`src/spimds_pkg.sv`:
```
// Shared types, constants and codes of the SPI master with device select.
package spimds_pkg;

   // Field widths of the item channels
   localparam int OP_W     = 3;
   localparam int ID_W     = 8;
   localparam int BYTE_W   = 8;
   localparam int STATUS_W = 2;
   localparam int MODE_W   = 2;

   // Bit counter across one byte
   localparam int CNT_W = $clog2(BYTE_W);

   // Device table size and slot index width
   localparam int DEVICE_SLOTS = 4;
   localparam int SLOT_W       = (DEVICE_SLOTS > 1) ? $clog2(DEVICE_SLOTS) : 1;

   // Configuration port
   localparam int CSR_DATA_W = 32;
   localparam int CSR_ADDR_W = 2;

   // Fixed values
   localparam logic [ID_W-1:0]   NO_DEVICE  = 8'hFF;
   localparam logic [BYTE_W-1:0] AUTO_DELAY = 8'd2;
   localparam logic [BYTE_W-1:0] HOLD_TICKS = 8'd2;
   localparam logic [BYTE_W-1:0] NO_TICKS   = 8'd0;

   // Operation codes
   localparam logic [OP_W-1:0] OP_REGISTER = 3'd0;
   localparam logic [OP_W-1:0] OP_SELECT   = 3'd1;
   localparam logic [OP_W-1:0] OP_DESELECT = 3'd2;
   localparam logic [OP_W-1:0] OP_WRITE    = 3'd3;
   localparam logic [OP_W-1:0] OP_READ     = 3'd4;

   // Status codes
   localparam logic [STATUS_W-1:0] ST_OK      = 2'd0;
   localparam logic [STATUS_W-1:0] ST_DUP     = 2'd1;
   localparam logic [STATUS_W-1:0] ST_FULL    = 2'd2;
   localparam logic [STATUS_W-1:0] ST_IGNORED = 2'd3;

   // Control sequencer states
   typedef enum logic [1:0] {
      SEQ_IDLE,
      SEQ_CMD,
      SEQ_SELECT,
      SEQ_XFER
   } seq_state_type;

   // Command to the device table
   typedef struct packed {
      logic              add;
      logic [ID_W-1:0]   id;
      logic [BYTE_W-1:0] delay;
   } tbl_cmd_type;

   // Answers of the device table for the current id
   typedef struct packed {
      logic                found;
      logic [BYTE_W-1:0]   found_delay;
      logic [STATUS_W-1:0] add_status;
   } tbl_stat_type;

   // Control of the bit shifter
   typedef struct packed {
      logic load;
      logic is_read;
      logic step;
      logic cpha;
      logic set_idle;
      logic idle_level;
   } shift_ctrl_type;

   // Line levels and progress of the bit shifter
   typedef struct packed {
      logic              sclk;
      logic              mosi;
      logic              last_edge;
      logic [BYTE_W-1:0] rx_data;
   } shift_stat_type;

endpackage

```
`src/spimds_if.sv`:
```
// Valid/ready channel interfaces for requests and results.
interface spimds_req_if;
   logic                             valid;
   logic                             ready;
   logic [spimds_pkg::OP_W-1:0]      op;
   logic [spimds_pkg::ID_W-1:0]      dev_id;
   logic [spimds_pkg::BYTE_W-1:0]    setup_delay;
   logic [spimds_pkg::BYTE_W-1:0]    tx_byte;
   logic [spimds_pkg::BYTE_W-1:0]    miso_bits;

   modport source (output valid, op, dev_id, setup_delay, tx_byte, miso_bits,
                   input ready);
   modport sink (input valid, op, dev_id, setup_delay, tx_byte, miso_bits,
                 output ready);
endinterface

interface spimds_rsp_if;
   logic                             valid;
   logic                             ready;
   logic                             sclk;
   logic                             mosi;
   logic                             cs_n;
   logic [spimds_pkg::BYTE_W-1:0]    wait_ticks;
   logic [spimds_pkg::BYTE_W-1:0]    rx_byte;
   logic [spimds_pkg::STATUS_W-1:0]  status;
   logic [spimds_pkg::ID_W-1:0]      active_id;
   logic                             last;

   modport source (output valid, sclk, mosi, cs_n, wait_ticks, rx_byte, status,
                   active_id, last, input ready);
   modport sink (input valid, sclk, mosi, cs_n, wait_ticks, rx_byte, status,
                 active_id, last, output ready);
endinterface

```
`src/spimds_table.sv`:
```
// Device id table: lookup, first-free registration and stored setup delays.
module spimds_table (
   input  logic                     clock,
   input  logic                     reset,
   input  spimds_pkg::tbl_cmd_type  cmd,
   output spimds_pkg::tbl_stat_type stat
);

   logic [spimds_pkg::ID_W-1:0]   ids_ff    [spimds_pkg::DEVICE_SLOTS];
   logic [spimds_pkg::BYTE_W-1:0] delays_ff [spimds_pkg::DEVICE_SLOTS];

   logic [spimds_pkg::DEVICE_SLOTS-1:0] empty;
   logic [spimds_pkg::DEVICE_SLOTS-1:0] match;
   logic                                stop_found;
   logic [spimds_pkg::SLOT_W-1:0]       stop_idx;
   logic                                hit;
   logic [spimds_pkg::BYTE_W-1:0]       hit_delay;
   logic                                store;

   // Scan the slots in order; the lowest slot that is empty or holds the id wins.
   always_comb begin
      stop_found = 1'b0;
      stop_idx   = '0;
      hit        = 1'b0;
      hit_delay  = spimds_pkg::AUTO_DELAY;
      for (int i = spimds_pkg::DEVICE_SLOTS - 1; i >= 0; i--) begin
         empty[i] = (ids_ff[i] == spimds_pkg::NO_DEVICE);
         match[i] = (ids_ff[i] == cmd.id);
         if (empty[i] || match[i]) begin
            stop_found = 1'b1;
            stop_idx   = spimds_pkg::SLOT_W'(i);
         end
         if (match[i]) begin
            hit       = 1'b1;
            hit_delay = delays_ff[i];
         end
      end
   end

   // Registration outcome and lookup answer.
   always_comb begin
      store = stop_found && empty[stop_idx];
      if (!stop_found) begin
         stat.add_status = spimds_pkg::ST_FULL;
      end else if (empty[stop_idx]) begin
         stat.add_status = spimds_pkg::ST_OK;
      end else begin
         stat.add_status = spimds_pkg::ST_DUP;
      end
      stat.found       = hit;
      stat.found_delay = hit_delay;
   end

   // Slot ids are cleared to empty at reset; delays are only read after a store.
   always_ff @(posedge clock) begin
      if (reset) begin
         for (int i = 0; i < spimds_pkg::DEVICE_SLOTS; i++) begin
            ids_ff[i] <= spimds_pkg::NO_DEVICE;
         end
      end else if (cmd.add && store) begin
         ids_ff[stop_idx] <= cmd.id;
      end
   end

   always_ff @(posedge clock) begin
      if (cmd.add && store) begin
         delays_ff[stop_idx] <= cmd.delay;
      end
   end

endmodule

```
`src/spimds_shift.sv`:
```
// Bit-serial SPI shifter: drives sclk and mosi one half bit per step and samples miso.
module spimds_shift (
   input  logic                           clock,
   input  logic                           reset,
   input  spimds_pkg::shift_ctrl_type     ctrl,
   input  logic [spimds_pkg::BYTE_W-1:0]  tx_byte,
   input  logic [spimds_pkg::BYTE_W-1:0]  miso_bits,
   output spimds_pkg::shift_stat_type     stat
);

   logic                          sclk_ff,  sclk_in;
   logic                          mosi_ff,  mosi_in;
   logic                          phase_ff, phase_in;
   logic                          read_ff,  read_in;
   logic [spimds_pkg::CNT_W-1:0]  cnt_ff,   cnt_in;
   logic [spimds_pkg::BYTE_W-1:0] tx_ff,    tx_in;
   logic [spimds_pkg::BYTE_W-1:0] miso_ff,  miso_in;
   logic [spimds_pkg::BYTE_W-1:0] acc_ff,   acc_in;
   logic                          shift_now;

   // One half bit per step: the leading edge in phase 0, the trailing edge in phase 1.
   // The receive register only moves on a step, so a received byte that still
   // waits in the result register is not disturbed when the next item loads.
   always_comb begin
      sclk_in   = sclk_ff;
      mosi_in   = mosi_ff;
      phase_in  = phase_ff;
      read_in   = read_ff;
      cnt_in    = cnt_ff;
      tx_in     = tx_ff;
      miso_in   = miso_ff;
      acc_in    = acc_ff;
      shift_now = 1'b0;
      if (ctrl.set_idle) begin
         sclk_in = ctrl.idle_level;
      end
      if (ctrl.load) begin
         phase_in = 1'b0;
         cnt_in   = '0;
         read_in  = ctrl.is_read;
         tx_in    = tx_byte;
         miso_in  = miso_bits;
      end else if (ctrl.step) begin
         sclk_in  = ~sclk_ff;
         phase_in = ~phase_ff;
         // Data changes on the same step as the edge on which the slave samples it.
         if (!read_ff && (phase_ff == ctrl.cpha)) begin
            mosi_in = tx_ff[spimds_pkg::BYTE_W-1];
         end
         // Sample on the leading edge when cpha is clear, else on the trailing one.
         if (read_ff && (phase_ff == ctrl.cpha)) begin
            shift_now = 1'b1;
         end
         if (shift_now) begin
            acc_in = {acc_ff[spimds_pkg::BYTE_W-2:0], miso_ff[spimds_pkg::BYTE_W-1]};
         end
         if (phase_ff) begin
            cnt_in  = cnt_ff + 1'b1;
            tx_in   = {tx_ff[spimds_pkg::BYTE_W-2:0], 1'b0};
            miso_in = {miso_ff[spimds_pkg::BYTE_W-2:0], 1'b0};
         end
      end
   end

   // Line levels and control bits take their reset values; data registers do not.
   always_ff @(posedge clock) begin
      if (reset) begin
         sclk_ff  <= 1'b0;
         mosi_ff  <= 1'b1;
         phase_ff <= 1'b0;
         read_ff  <= 1'b0;
         cnt_ff   <= '0;
      end else begin
         sclk_ff  <= sclk_in;
         mosi_ff  <= mosi_in;
         phase_ff <= phase_in;
         read_ff  <= read_in;
         cnt_ff   <= cnt_in;
      end
   end

   always_ff @(posedge clock) begin
      tx_ff   <= tx_in;
      miso_ff <= miso_in;
      acc_ff  <= acc_in;
   end

   // The next step is the final edge of the byte.
   always_comb begin
      stat.sclk      = sclk_ff;
      stat.mosi      = mosi_ff;
      stat.last_edge = phase_ff && (cnt_ff == '1);
      stat.rx_data   = acc_ff;
   end

endmodule

```
`src/spi_master_with_device_select.sv`:
```
// SPI master for every clock mode (CPOL and CPHA) with a small table of selectable devices.
//
// Requests arrive on req_chan (valid/ready); each item is an operation with
// its arguments. Results leave on rsp_chan (valid/ready), one or more per
// item, the final one marked by last. Every result reports the line levels
// sclk, mosi and cs_n after its event, the active device and a status.
// The mode register (CPOL in bit 1, CPHA in bit 0) is reached at every
// address of the APB-style csr_ port; it is to be written while no item is
// in progress, which the block itself does not enforce. The write also
// returns sclk to the idle level of the new mode. The first result of an
// item is emitted from the command or transfer state entered on acceptance.
// Register, deselect and refused items give one result; select gives one or
// two. A write or read gives sixteen results, one per half bit, stepped by
// the bit-serial shifter. A new item is taken once the previous one has
// produced its final result, even while that result still waits. A stalled
// receiver holds the result register and freezes all progress.
// Reset empties the device table, releases chip select, sets sclk low,
// mosi high and mode 0. Nothing is in flight after reset.
module spi_master_with_device_select (
   input  logic                                clock,
   input  logic                                reset,
   spimds_req_if.sink                          req_chan,
   spimds_rsp_if.source                        rsp_chan,
   input  logic                                csr_psel,
   input  logic                                csr_penable,
   input  logic                                csr_pwrite,
   input  logic [spimds_pkg::CSR_ADDR_W-1:0]   csr_paddr,
   input  logic [spimds_pkg::CSR_DATA_W-1:0]   csr_pwdata,
   output logic [spimds_pkg::CSR_DATA_W-1:0]   csr_prdata,
   output logic                                csr_pready
);

   spimds_pkg::seq_state_type state_ff, state_in;

   logic [spimds_pkg::MODE_W-1:0]   mode_ff,   mode_in;
   logic                            cs_ff,     cs_in;
   logic [spimds_pkg::ID_W-1:0]     active_ff, active_in;
   logic [spimds_pkg::OP_W-1:0]     op_ff;
   logic [spimds_pkg::ID_W-1:0]     id_ff;
   logic [spimds_pkg::BYTE_W-1:0]   dly_ff;

   logic                            rsp_valid_ff;
   logic [spimds_pkg::BYTE_W-1:0]   wait_ff,    wait_in;
   logic [spimds_pkg::STATUS_W-1:0] status_ff,  status_in;
   logic                            last_ff,    last_in;
   logic                            rx_show_ff, rx_show_in;

   logic emit;
   logic out_free;
   logic req_take;
   logic csr_write;
   logic refused;

   spimds_pkg::tbl_cmd_type    tbl_cmd;
   spimds_pkg::tbl_stat_type   tbl_stat;
   spimds_pkg::shift_ctrl_type sh_ctrl;
   spimds_pkg::shift_stat_type sh_stat;

   // Handshake decode
   assign out_free  = !rsp_valid_ff || rsp_chan.ready;
   assign req_chan.ready = (state_ff == spimds_pkg::SEQ_IDLE);
   assign req_take  = req_chan.valid && req_chan.ready;
   assign csr_write = csr_psel && csr_penable && csr_pwrite;
   assign csr_pready = 1'b1;
   assign csr_prdata = {{(spimds_pkg::CSR_DATA_W - spimds_pkg::MODE_W){1'b0}}, mode_ff};
   assign refused = ((op_ff inside {spimds_pkg::OP_REGISTER, spimds_pkg::OP_SELECT,
                                    spimds_pkg::OP_DESELECT})
                     && (id_ff == spimds_pkg::NO_DEVICE))
                    || !(op_ff inside {[spimds_pkg::OP_REGISTER:spimds_pkg::OP_READ]});

   // Sequencer next state
   always_comb begin
      state_in = state_ff;
      case (state_ff)
         spimds_pkg::SEQ_IDLE: begin
            if (req_take) begin
               if (req_chan.op inside {spimds_pkg::OP_WRITE, spimds_pkg::OP_READ}) begin
                  state_in = spimds_pkg::SEQ_XFER;
               end else begin
                  state_in = spimds_pkg::SEQ_CMD;
               end
            end
         end
         spimds_pkg::SEQ_CMD: begin
            if (out_free) begin
               if (!refused && (op_ff == spimds_pkg::OP_SELECT)
                   && (active_ff != spimds_pkg::NO_DEVICE)) begin
                  state_in = spimds_pkg::SEQ_SELECT;
               end else begin
                  state_in = spimds_pkg::SEQ_IDLE;
               end
            end
         end
         spimds_pkg::SEQ_SELECT: begin
            if (out_free) begin
               state_in = spimds_pkg::SEQ_IDLE;
            end
         end
         spimds_pkg::SEQ_XFER: begin
            if (out_free && sh_stat.last_edge) begin
               state_in = spimds_pkg::SEQ_IDLE;
            end
         end
         default: begin
            state_in = spimds_pkg::SEQ_IDLE;
         end
      endcase
   end

   // Sequencer outputs: one result per step, with the line state it leaves behind.
   always_comb begin
      emit       = 1'b0;
      wait_in    = spimds_pkg::NO_TICKS;
      status_in  = spimds_pkg::ST_OK;
      last_in    = 1'b1;
      rx_show_in = 1'b0;
      cs_in      = cs_ff;
      active_in  = active_ff;
      mode_in    = mode_ff;
      tbl_cmd.add   = 1'b0;
      tbl_cmd.id    = id_ff;
      tbl_cmd.delay = dly_ff;
      sh_ctrl.load       = req_take;
      sh_ctrl.is_read    = (req_chan.op == spimds_pkg::OP_READ);
      sh_ctrl.step       = 1'b0;
      sh_ctrl.cpha       = mode_ff[0];
      sh_ctrl.set_idle   = csr_write;
      sh_ctrl.idle_level = csr_pwdata[1];
      if (csr_write) begin
         mode_in = csr_pwdata[spimds_pkg::MODE_W-1:0];
      end
      case (state_ff)
         spimds_pkg::SEQ_CMD: begin
            if (out_free) begin
               emit = 1'b1;
               if (refused) begin
                  status_in = spimds_pkg::ST_IGNORED;
               end else begin
                  case (op_ff)
                     spimds_pkg::OP_REGISTER: begin
                        tbl_cmd.add = 1'b1;
                        status_in   = tbl_stat.add_status;
                     end
                     spimds_pkg::OP_SELECT: begin
                        if (active_ff != spimds_pkg::NO_DEVICE) begin
                           // Release the current device first.
                           cs_in     = 1'b1;
                           active_in = spimds_pkg::NO_DEVICE;
                           wait_in   = spimds_pkg::HOLD_TICKS;
                           last_in   = 1'b0;
                        end else begin
                           tbl_cmd.add   = 1'b1;
                           tbl_cmd.delay = spimds_pkg::AUTO_DELAY;
                           cs_in         = 1'b0;
                           active_in     = id_ff;
                           wait_in       = tbl_stat.found ? tbl_stat.found_delay
                                                          : spimds_pkg::AUTO_DELAY;
                        end
                     end
                     spimds_pkg::OP_DESELECT: begin
                        if (active_ff == id_ff) begin
                           cs_in     = 1'b1;
                           active_in = spimds_pkg::NO_DEVICE;
                           wait_in   = spimds_pkg::HOLD_TICKS;
                        end else begin
                           status_in = spimds_pkg::ST_IGNORED;
                        end
                     end
                     default: begin
                        status_in = spimds_pkg::ST_IGNORED;
                     end
                  endcase
               end
            end
         end
         spimds_pkg::SEQ_SELECT: begin
            if (out_free) begin
               // Unknown ids are registered with the automatic delay.
               emit          = 1'b1;
               tbl_cmd.add   = 1'b1;
               tbl_cmd.delay = spimds_pkg::AUTO_DELAY;
               cs_in         = 1'b0;
               active_in     = id_ff;
               wait_in       = tbl_stat.found ? tbl_stat.found_delay : spimds_pkg::AUTO_DELAY;
            end
         end
         spimds_pkg::SEQ_XFER: begin
            if (out_free) begin
               emit         = 1'b1;
               sh_ctrl.step = 1'b1;
               last_in      = sh_stat.last_edge;
               rx_show_in   = sh_stat.last_edge && (op_ff == spimds_pkg::OP_READ);
            end
         end
         default: begin
            emit = 1'b0;
         end
      endcase
   end

   // Control state
   always_ff @(posedge clock) begin
      if (reset) begin
         state_ff     <= spimds_pkg::SEQ_IDLE;
         mode_ff      <= '0;
         cs_ff        <= 1'b1;
         active_ff    <= spimds_pkg::NO_DEVICE;
         rsp_valid_ff <= 1'b0;
      end else begin
         state_ff  <= state_in;
         mode_ff   <= mode_in;
         cs_ff     <= cs_in;
         active_ff <= active_in;
         if (emit) begin
            rsp_valid_ff <= 1'b1;
         end else if (rsp_chan.ready) begin
            rsp_valid_ff <= 1'b0;
         end
      end
   end

   // Item arguments and result fields
   always_ff @(posedge clock) begin
      if (req_take) begin
         op_ff  <= req_chan.op;
         id_ff  <= req_chan.dev_id;
         dly_ff <= req_chan.setup_delay;
      end
      if (emit) begin
         wait_ff    <= wait_in;
         status_ff  <= status_in;
         last_ff    <= last_in;
         rx_show_ff <= rx_show_in;
      end
   end

   spimds_table u_table (
      .clock (clock),
      .reset (reset),
      .cmd   (tbl_cmd),
      .stat  (tbl_stat)
   );

   spimds_shift u_shift (
      .clock     (clock),
      .reset     (reset),
      .ctrl      (sh_ctrl),
      .tx_byte   (req_chan.tx_byte),
      .miso_bits (req_chan.miso_bits),
      .stat      (sh_stat)
   );

   // Line state moves only when a result is produced or the mode is written, so it matches the pending result.
   assign rsp_chan.valid      = rsp_valid_ff;
   assign rsp_chan.sclk       = sh_stat.sclk;
   assign rsp_chan.mosi       = sh_stat.mosi;
   assign rsp_chan.cs_n       = cs_ff;
   assign rsp_chan.wait_ticks = wait_ff;
   assign rsp_chan.rx_byte    = rx_show_ff ? sh_stat.rx_data : '0;
   assign rsp_chan.status     = status_ff;
   assign rsp_chan.active_id  = active_ff;
   assign rsp_chan.last       = last_ff;

`ifndef SYNTHESIS
   // Chip select is low exactly while a device is active.
   a_cs_tracks_active: assert property (@(posedge clock) disable iff (reset)
      (cs_ff == 1'b0) == (active_ff != spimds_pkg::NO_DEVICE))
      else $error("chip select disagrees with active device");

   // Between items the serial clock rests at the idle level of the mode.
   a_sclk_idle: assert property (@(posedge clock) disable iff (reset)
      (state_ff == spimds_pkg::SEQ_IDLE) |-> (sh_stat.sclk == mode_ff[1]))
      else $error("serial clock not at idle level between items");

   // Received data is only shown on the final result of an item.
   a_rx_on_last: assert property (@(posedge clock) disable iff (reset)
      (rsp_valid_ff && rx_show_ff) |-> last_ff)
      else $error("received byte shown on a result that is not the last");
`endif

endmodule
```
`src/flat_wrapper.sv`:
```
// flat-port wrapper written by rule: the top's interface ports become plain ports
module spi_master_with_device_select_flat 
  (clock, reset, csr_psel, csr_penable, csr_pwrite, csr_paddr, csr_pwdata, csr_prdata, csr_pready, req_chan_valid, req_chan_op, req_chan_dev_id, req_chan_setup_delay, req_chan_tx_byte, req_chan_miso_bits, req_chan_ready, rsp_chan_valid, rsp_chan_sclk, rsp_chan_mosi, rsp_chan_cs_n, rsp_chan_wait_ticks, rsp_chan_rx_byte, rsp_chan_status, rsp_chan_active_id, rsp_chan_last, rsp_chan_ready);
  spimds_req_if req_chan_i ();
  spimds_rsp_if rsp_chan_i ();
  input  logic clock;
  input  logic reset;
  input  logic csr_psel;
  input  logic csr_penable;
  input  logic csr_pwrite;
  input  logic [spimds_pkg::CSR_ADDR_W-1:0] csr_paddr;
  input  logic [spimds_pkg::CSR_DATA_W-1:0] csr_pwdata;
  output logic [spimds_pkg::CSR_DATA_W-1:0] csr_prdata;
  output logic csr_pready;
  input wire logic [$bits(req_chan_i.valid)-1:0] req_chan_valid;
  input wire logic [$bits(req_chan_i.op)-1:0] req_chan_op;
  input wire logic [$bits(req_chan_i.dev_id)-1:0] req_chan_dev_id;
  input wire logic [$bits(req_chan_i.setup_delay)-1:0] req_chan_setup_delay;
  input wire logic [$bits(req_chan_i.tx_byte)-1:0] req_chan_tx_byte;
  input wire logic [$bits(req_chan_i.miso_bits)-1:0] req_chan_miso_bits;
  output wire logic [$bits(req_chan_i.ready)-1:0] req_chan_ready;
  output wire logic [$bits(rsp_chan_i.valid)-1:0] rsp_chan_valid;
  output wire logic [$bits(rsp_chan_i.sclk)-1:0] rsp_chan_sclk;
  output wire logic [$bits(rsp_chan_i.mosi)-1:0] rsp_chan_mosi;
  output wire logic [$bits(rsp_chan_i.cs_n)-1:0] rsp_chan_cs_n;
  output wire logic [$bits(rsp_chan_i.wait_ticks)-1:0] rsp_chan_wait_ticks;
  output wire logic [$bits(rsp_chan_i.rx_byte)-1:0] rsp_chan_rx_byte;
  output wire logic [$bits(rsp_chan_i.status)-1:0] rsp_chan_status;
  output wire logic [$bits(rsp_chan_i.active_id)-1:0] rsp_chan_active_id;
  output wire logic [$bits(rsp_chan_i.last)-1:0] rsp_chan_last;
  input wire logic [$bits(rsp_chan_i.ready)-1:0] rsp_chan_ready;
  assign req_chan_i.valid = req_chan_valid;
  assign req_chan_i.op = req_chan_op;
  assign req_chan_i.dev_id = req_chan_dev_id;
  assign req_chan_i.setup_delay = req_chan_setup_delay;
  assign req_chan_i.tx_byte = req_chan_tx_byte;
  assign req_chan_i.miso_bits = req_chan_miso_bits;
  assign req_chan_ready = req_chan_i.ready;
  assign rsp_chan_valid = rsp_chan_i.valid;
  assign rsp_chan_sclk = rsp_chan_i.sclk;
  assign rsp_chan_mosi = rsp_chan_i.mosi;
  assign rsp_chan_cs_n = rsp_chan_i.cs_n;
  assign rsp_chan_wait_ticks = rsp_chan_i.wait_ticks;
  assign rsp_chan_rx_byte = rsp_chan_i.rx_byte;
  assign rsp_chan_status = rsp_chan_i.status;
  assign rsp_chan_active_id = rsp_chan_i.active_id;
  assign rsp_chan_last = rsp_chan_i.last;
  assign rsp_chan_i.ready = rsp_chan_ready;
  spi_master_with_device_select u_core (.clock(clock), .reset(reset), .req_chan(req_chan_i), .rsp_chan(rsp_chan_i), .csr_psel(csr_psel), .csr_penable(csr_penable), .csr_pwrite(csr_pwrite), .csr_paddr(csr_paddr), .csr_pwdata(csr_pwdata), .csr_prdata(csr_prdata), .csr_pready(csr_pready));
endmodule
```
`config.mk`:
```
export PLATFORM = sky130hd
export DESIGN_NAME = spi_master_with_device_select_flat
export DESIGN_NICKNAME = d
export VERILOG_FILES = /design/src/spimds_pkg.sv /design/src/spimds_if.sv /design/src/spimds_table.sv /design/src/spimds_shift.sv /design/src/spi_master_with_device_select.sv /design/src/flat_wrapper.sv
export SDC_FILE = /design/constraint.sdc
export NUM_CORES = 1
export LEC_CHECK = 0
export BUFFER_PORTS_ARGS = -buffer_cell sky130_fd_sc_hd__buf_2
export CAP_MARGIN = 40
export CORE_MARGIN = 4
export CORE_UTILIZATION = 60
export CTS_BUF_LIST = sky130_fd_sc_hd__clkbuf_4 sky130_fd_sc_hd__clkbuf_8
export DETAILED_ROUTE_END_ITERATION = 7
export PLACE_DENSITY = 0.95
export SYNTH_ARGS = -nofsm -noshare
export SYNTH_HDL_FRONTEND = slang
export SYNTH_SLANG_ARGS = --single-unit
```
`constraint.sdc`:
```
create_clock -name clock -period 4.2 [get_ports clock]
set_input_delay 0.42 -clock clock [delete_from_list [all_inputs] [get_ports clock]]
set_output_delay 0.42 -clock clock [all_outputs]
set_load 0.005 [all_outputs]
```
Word-level counts from Yosys, hierarchy flattened
Memories as Yosys holds them, arrays and structs flattened.
Cells that the tools add are included.
{"block": "word_totals", "register_bits": 76, "input_bits": 76, "ramBits": 64, "output_inout_bits": 65, "word_cells": 195, "mem_count": 2}
{"block": "classes", "add_sub_neg": 1, "order_cmp": 3, "eq_ne": 28, "n_reduce_logical": 43, "n_mux": 95, "n_bitwise": 3}
{"memory": "u_core.u_table.delays_ff", "depth": 4, "width": 8, "rd": 4, "rd_ports_with_merged_regs": 0, "wr": 1, "line_no": "spimds_table.sv:10", "text": "logic [spimds_pkg::BYTE_W-1:0] delays_ff [spimds_pkg::DEVICE_SLOTS];"}
{"memory": "u_core.u_table.ids_ff", "depth": 4, "width": 8, "rd": 4, "rd_ports_with_merged_regs": 0, "wr": 4, "line_no": "spimds_table.sv:9", "text": "logic [spimds_pkg::ID_W-1:0] ids_ff [spimds_pkg::DEVICE_SLOTS];"}
{"op": "$mux 8", "n": 27}
{"op": "$pmux 8 s2", "n": 5}
{"op": "$eq 8x8->1", "n": 5}
{"op": "$eq 8x8->1 const B", "n": 5}
{"op": "$mux 1", "n": 40}
{"op": "$mux 2", "n": 15}
{"op": "$logic_and 1x1->1", "n": 14}
{"op": "$pmux 1 s2", "n": 5}
{"op": "$reduce_bool 2->1", "n": 5}
{"op": "$eq 3x3->1 const B", "n": 3}
{"op": "$ne 8x8->1 const B", "n": 1}
{"op": "$pmux 2 s4", "n": 1}
{"op": "$reduce_and 2->1", "n": 4}
{"op": "$reduce_or 8->1", "n": 1}
{"op": "$eq 3x2->1 const B", "n": 2}
{"op": "$logic_or 1x1->1", "n": 6}
{"op": "$ne 2x1->1 const B", "n": 3}
{"op": "$pmux 2 s3", "n": 1}
{"op": "$reduce_and 3->1", "n": 2}
{"op": "$reduce_and 6->1", "n": 1}
{"op": "$eq 2x2->1 const B", "n": 2}
{"op": "$logic_not 1->1", "n": 4}
{"op": "$ne 2x2->1 const B", "n": 2}
{"op": "$reduce_and 4->1", "n": 1}
{"op": "16 further kinds", "n": 18}

Longest topological paths before layout
An unclocked memory read counts as a cell.
{"block": "logic_depth", "ltp_word": 16, "ltp_mapped": 9}

By module
From an unflattened synthesis, not the netlist that was laid out.
{"block": "hier_totals", "cells_unflattened": 560, "hier_area_um2": 6870.3}
{"module": "spimds_table", "cells_per_inst": 252, "seq_area_each_um2": 1921.8, "instances": 1, "area_each_um2": 3206.8}
{"module": "spi_master_with_device_select", "cells_per_inst": 231, "seq_area_each_um2": 1211.2, "instances": 1, "area_each_um2": 2413.6}
{"module": "spimds_shift", "cells_per_inst": 77, "seq_area_each_um2": 860.8, "instances": 1, "area_each_um2": 1249.9}

Worst setup path after synthesis
OpenSTA, ideal clock, no wires.
{"block": "synth_timing", "kind": "reg2reg", "from": "register u_core.state_ff[1]", "to": "memory u_core.u_table.ids_ff[1][0] (netlist bit) (enable)", "path_stages_with_launch": 8, "setup_time_ns": 0.375, "arrival_time_ns": 2.216, "period_less_slack_ns": 2.591, "n_path_buf": 1, "setup_slack_ns": 1.609, "t_required_ns": 3.825, "cell_sequence": "dfxtp_1 inv_1 ha_1 nand2_1 or3_4 or3_1 clkbuf_1 o21bai_1"}
{"element": "from (decl)", "line_no": "spi_master_with_device_select.sv:33", "text": "spimds_pkg::seq_state_type state_ff, state_in;"}
{"element": "from (signal assigned)", "line_no": "spi_master_with_device_select.sv:204", "text": "state_ff <= spimds_pkg::SEQ_IDLE;"}
{"element": "from (signal assigned)", "line_no": "spi_master_with_device_select.sv:210", "text": "state_ff <= state_in;"}
{"element": "to (decl)", "line_no": "spimds_table.sv:9"}

Worst setup path after layout
{"block": "layout_timing", "from": "register u_core.id_ff[5] (netlist bit)", "to": "memory u_core.u_table.delays_ff[1][7] (netlist bit) (enable)"}
{"block": "layout_via", "elab_chain_cells": 12}
{"element": "from (decl)", "line_no": "spi_master_with_device_select.sv:39", "text": "logic [spimds_pkg::ID_W-1:0] id_ff;"}
{"element": "from (signal assigned)", "line_no": "spi_master_with_device_select.sv:226", "text": "id_ff <= req_chan.dev_id;"}
{"element": "$eq 8x8->1", "line_no": "spimds_table.sv:28", "text": "match[i] = (ids_ff[i] == cmd.id);"}
{"element": "$logic_or 1x1->1", "line_no": "spimds_table.sv:29", "text": "if (empty[i] || match[i]) begin"}
{"element": "$mux 2 (4 in a row)", "line_no": "spimds_table.sv:29"}
{"element": "$bmux 1 s2", "line_no": "spimds_table.sv:42", "text": "store = stop_found && empty[stop_idx];"}
{"element": "$mux 1 (implied by the code)", "line_no": "spimds_table.sv:42"}
{"element": "$logic_and 1x1->1", "line_no": "spimds_table.sv:42"}
{"element": "$logic_and 1x1->1", "line_no": "spimds_table.sv:66", "text": "if (cmd.add && store) begin"}
{"element": "$mux 1", "line_no": "spimds_table.sv:66"}
{"element": "$mux 1 (implied by the code)", "line_no": "spimds_table.sv:67", "text": "delays_ff[stop_idx] <= cmd.delay;"}
{"element": "to (decl)", "line_no": "spimds_table.sv:10"}
Several ways; a longest one is shown, not always the timed one. The select of a mux whose other input is x is not followed.

==> results.json <==
{
  "status": "finished, final reports clean",
  "finClkSkew_ps": 11.6,
  "worst_slack_ps": 1040,
  "worst_pin_slew_ps": 907,
  "clock_sinks": 140,
  "final_util_pct": 68.3,
  "grt_pass1_wl_mm": 22.2,
  "async_reset_ff_share_pct": 0,
  "numCtsBuffers": 17,
  "hold_class": "in2reg",
  "synth.most_common_cell": "edfxtp_1",
  "gp_congestion": 0.861,
  "initial_utilization_pct": 61.9,
  "drtIter0Drc": 464,
  "die_area_um2": 13000,
  "core_um2": 10900,
  "clk_pin_slew_ps": 90,
  "dpl.hpwl_mm": 9.78,
  "gr-usage-all-layers_pct": 22.0,
  "drive_gt1_share_pct": 21.0,
  "finalCriticalPeriod_ps": 3160,
  "finalSetupViolations": 0,
  "antenna_found_initial": 0,
  "nFillCells": 724,
  "fin_area_um2": 7470,
  "dp_slack_ps": 1110,
  "cts_setup_buffers": 0,
  "syn_avg_cell_area_um2": 11.9,
  "crit_type": "reg2reg",
  "areaGrowthSynthToFinish_pct": 10.4,
  "htree_levels": 4,
  "grt-ovfl-total": 0,
  "cts_buffer_depth": 2,
  "grt_pass1_vias": 4586,
  "wl_mm": 13.9,
  "drc": 0,
  "routed_via_density": 5.87,
  "critical_path.endpoint_type": "register",
  "reg2reg_slack_ps": 1040,
  "synth_top_flop_cell": "edfxtp_1",
  "grt_max_degree": 30,
  "fmax_mhz": 317,
  "worstPathRequired_ps": 4270,
  "synth_top_area_share_pct": 52.8,
  "rows": 38,
  "synth_cell_type_count": 62,
  "fin_crit_sh_pct": 75.2,
  "netlist_instances": 568,
  "hold_buffers": 0,
  "synth_top_cells_by_count": "119 x edfxtp_1, 63 x nand2_1, 58 x nor2_1",
  "hold_viol_final": 0,
  "io_buffers": 77,
  "cp_max_fo": 11,
  "synth-edff-count": 119,
  "start_kind": "register",
  "die_h_um": 114,
  "slew_violations": 0,
  "pin_count": 141,
  "power_density_nw_per_um2": 409,
  "die_w_um": 114,
  "root_buffer": "clkbuf_8",
  "peakVddDrop_mv": 0.365,
  "worst_ep_arrival_time_ps": 3230,
  "antenna_left": 0,
  "num-nets-final": 723,
  "finalPower_mw": 3.05,
  "first_pass_iters": 5,
  "syn_area_um2": 6770,
  "yosysTopAreaCell": "edfxtp_1",
  "ys_ff_latch": 140,
  "rsz0062_at_grt": "false",
  "setup_tns_ps": 0,
  "yosysWarnings": 0,
  "routedWlPerCell_um": 17.6,
  "num_antenna_cells": 0,
  "cts_tree": "yes",
  "yosysSeqAreaShare_pct": 59.0,
  "maxCapViolations": 0,
  "synth_area_leaders": "edfxtp_1 53%, dfxtp_1 6.2%, xnor2_1 4.0%",
  "slew_headroom_pct": 39.1,
  "dpl_cell_area_um2": 7060,
  "cts_resized": 0,
  "clk-insertion-delay-late_ps": 450,
  "via_count": 4653,
  "power.leakage_nw": 2.66
}
[through the flow]
step	hold WS [ps]	cells
finish	144	793
global route	106	793
CTS	117	793
detailed placement	430	761
global placement	405	758
floorplan	400	597
[cells in the final DEF, fill, tap and decap left out, types with 9 or more instances in the layout]
| master | n |
|---|---|
| a21oi_1 | 12 |
| and2_1 | 16 |
| buf_2 | 77 |
| clkbuf_8 | 17 |
| conb_1 | 31 |
| dfxtp_1 | 21 |
| edfxtp_1 | 119 |
| mux2i_1 | 12 |
| nand2_1 | 63 |
| nand2b_1 | 9 |
| nand4_1 | 23 |
| nor2_1 | 58 |
| nor3_1 | 10 |
| or3_1 | 17 |
| xnor2_1 | 31 |
[flip-flops by register name (all words and copies together), names as in the netlist, 2 cells and up]
name	count
u_core.u_shift.cnt_ff	3
u_core.u_table.delays_ff	32
u_core.u_table.ids_ff	32
u_core.dly_ff	8
u_core.u_shift.miso_ff	8
u_core.rsp_chan.status	2
u_core.u_shift.acc_ff	8
u_core.rsp_chan.active_id	8
u_core.u_shift.tx_ff	8
u_core.id_ff	8
u_core.op_ff	3
u_core.rsp_chan.wait_ticks	8
u_core.state_ff	2
u_core.mode_ff	2
[where the power goes]
part,switching [mW],internal (mW)
combinational,0.189,0.120
clock,0.561,0.551
sequential,0.0540,1.58
[critical path: stages (launching register included)]
cell	delay [ps]
edfxtp_1	670
xnor2_1	240
nand4_1	150
or2_1	350
o22ai_1	190
or3_1	510
nor2_1	670
[metal layers]
metal | global-route usage [%] | up-vias | wire (µm)
li1 | - | 2136 | -
met1 | 28.0 | 2207 | 5310
met2 | 35.4 | 278 | 7030
met3 | 5.71 | 32 | 1300
met4 | 10.2 | 0 | 307
met5 | 0 | - | 0
[path summary, 6_finish.rpt]
| check | endpoint | cells past startpoint | from |
|---|---|---|---|
| setup / recovery | u_core.u_table.delays_ff[1][7] | 6 | u_core.id_ff[5] |
| hold / removal | u_core.dly_ff[0] | 1 | req_chan_setup_delay[0] |
| hold reg to reg | u_core.u_shift.acc_ff[3] | 0 | u_core.u_shift.acc_ff[2] |
| setup reg to reg | u_core.u_table.delays_ff[1][7] | 6 | u_core.id_ff[5] |
[cells by family after synthesis]
group / after synthesis / share of synthesized area, %
xor gates and xnor gates: 43 / 6.01
muxes: 12 / 1.77
AOI/OAI and AO/OA: 59 / 6.62
DFF: 140 / 59.0
other: 2 / 0.111
and+or+nand+nor: 239 / 18.6
buffers and inverters: 66 / 6.62
adders and majority gates: 7 / 1.29
[final cells by class]
class,instances,area (µm²),share of cell area [%]
timing repair buffer,82,423,5.66
clock inverter,15,179,2.39
clock buffer,17,234,3.13
inverter,8,30.0,0.402
tap,140,175,2.34
sequential,140,3990,53.4
multi-input combinational,391,2440,32.6
Note: power is estimated with default switching activity, not from simulation.
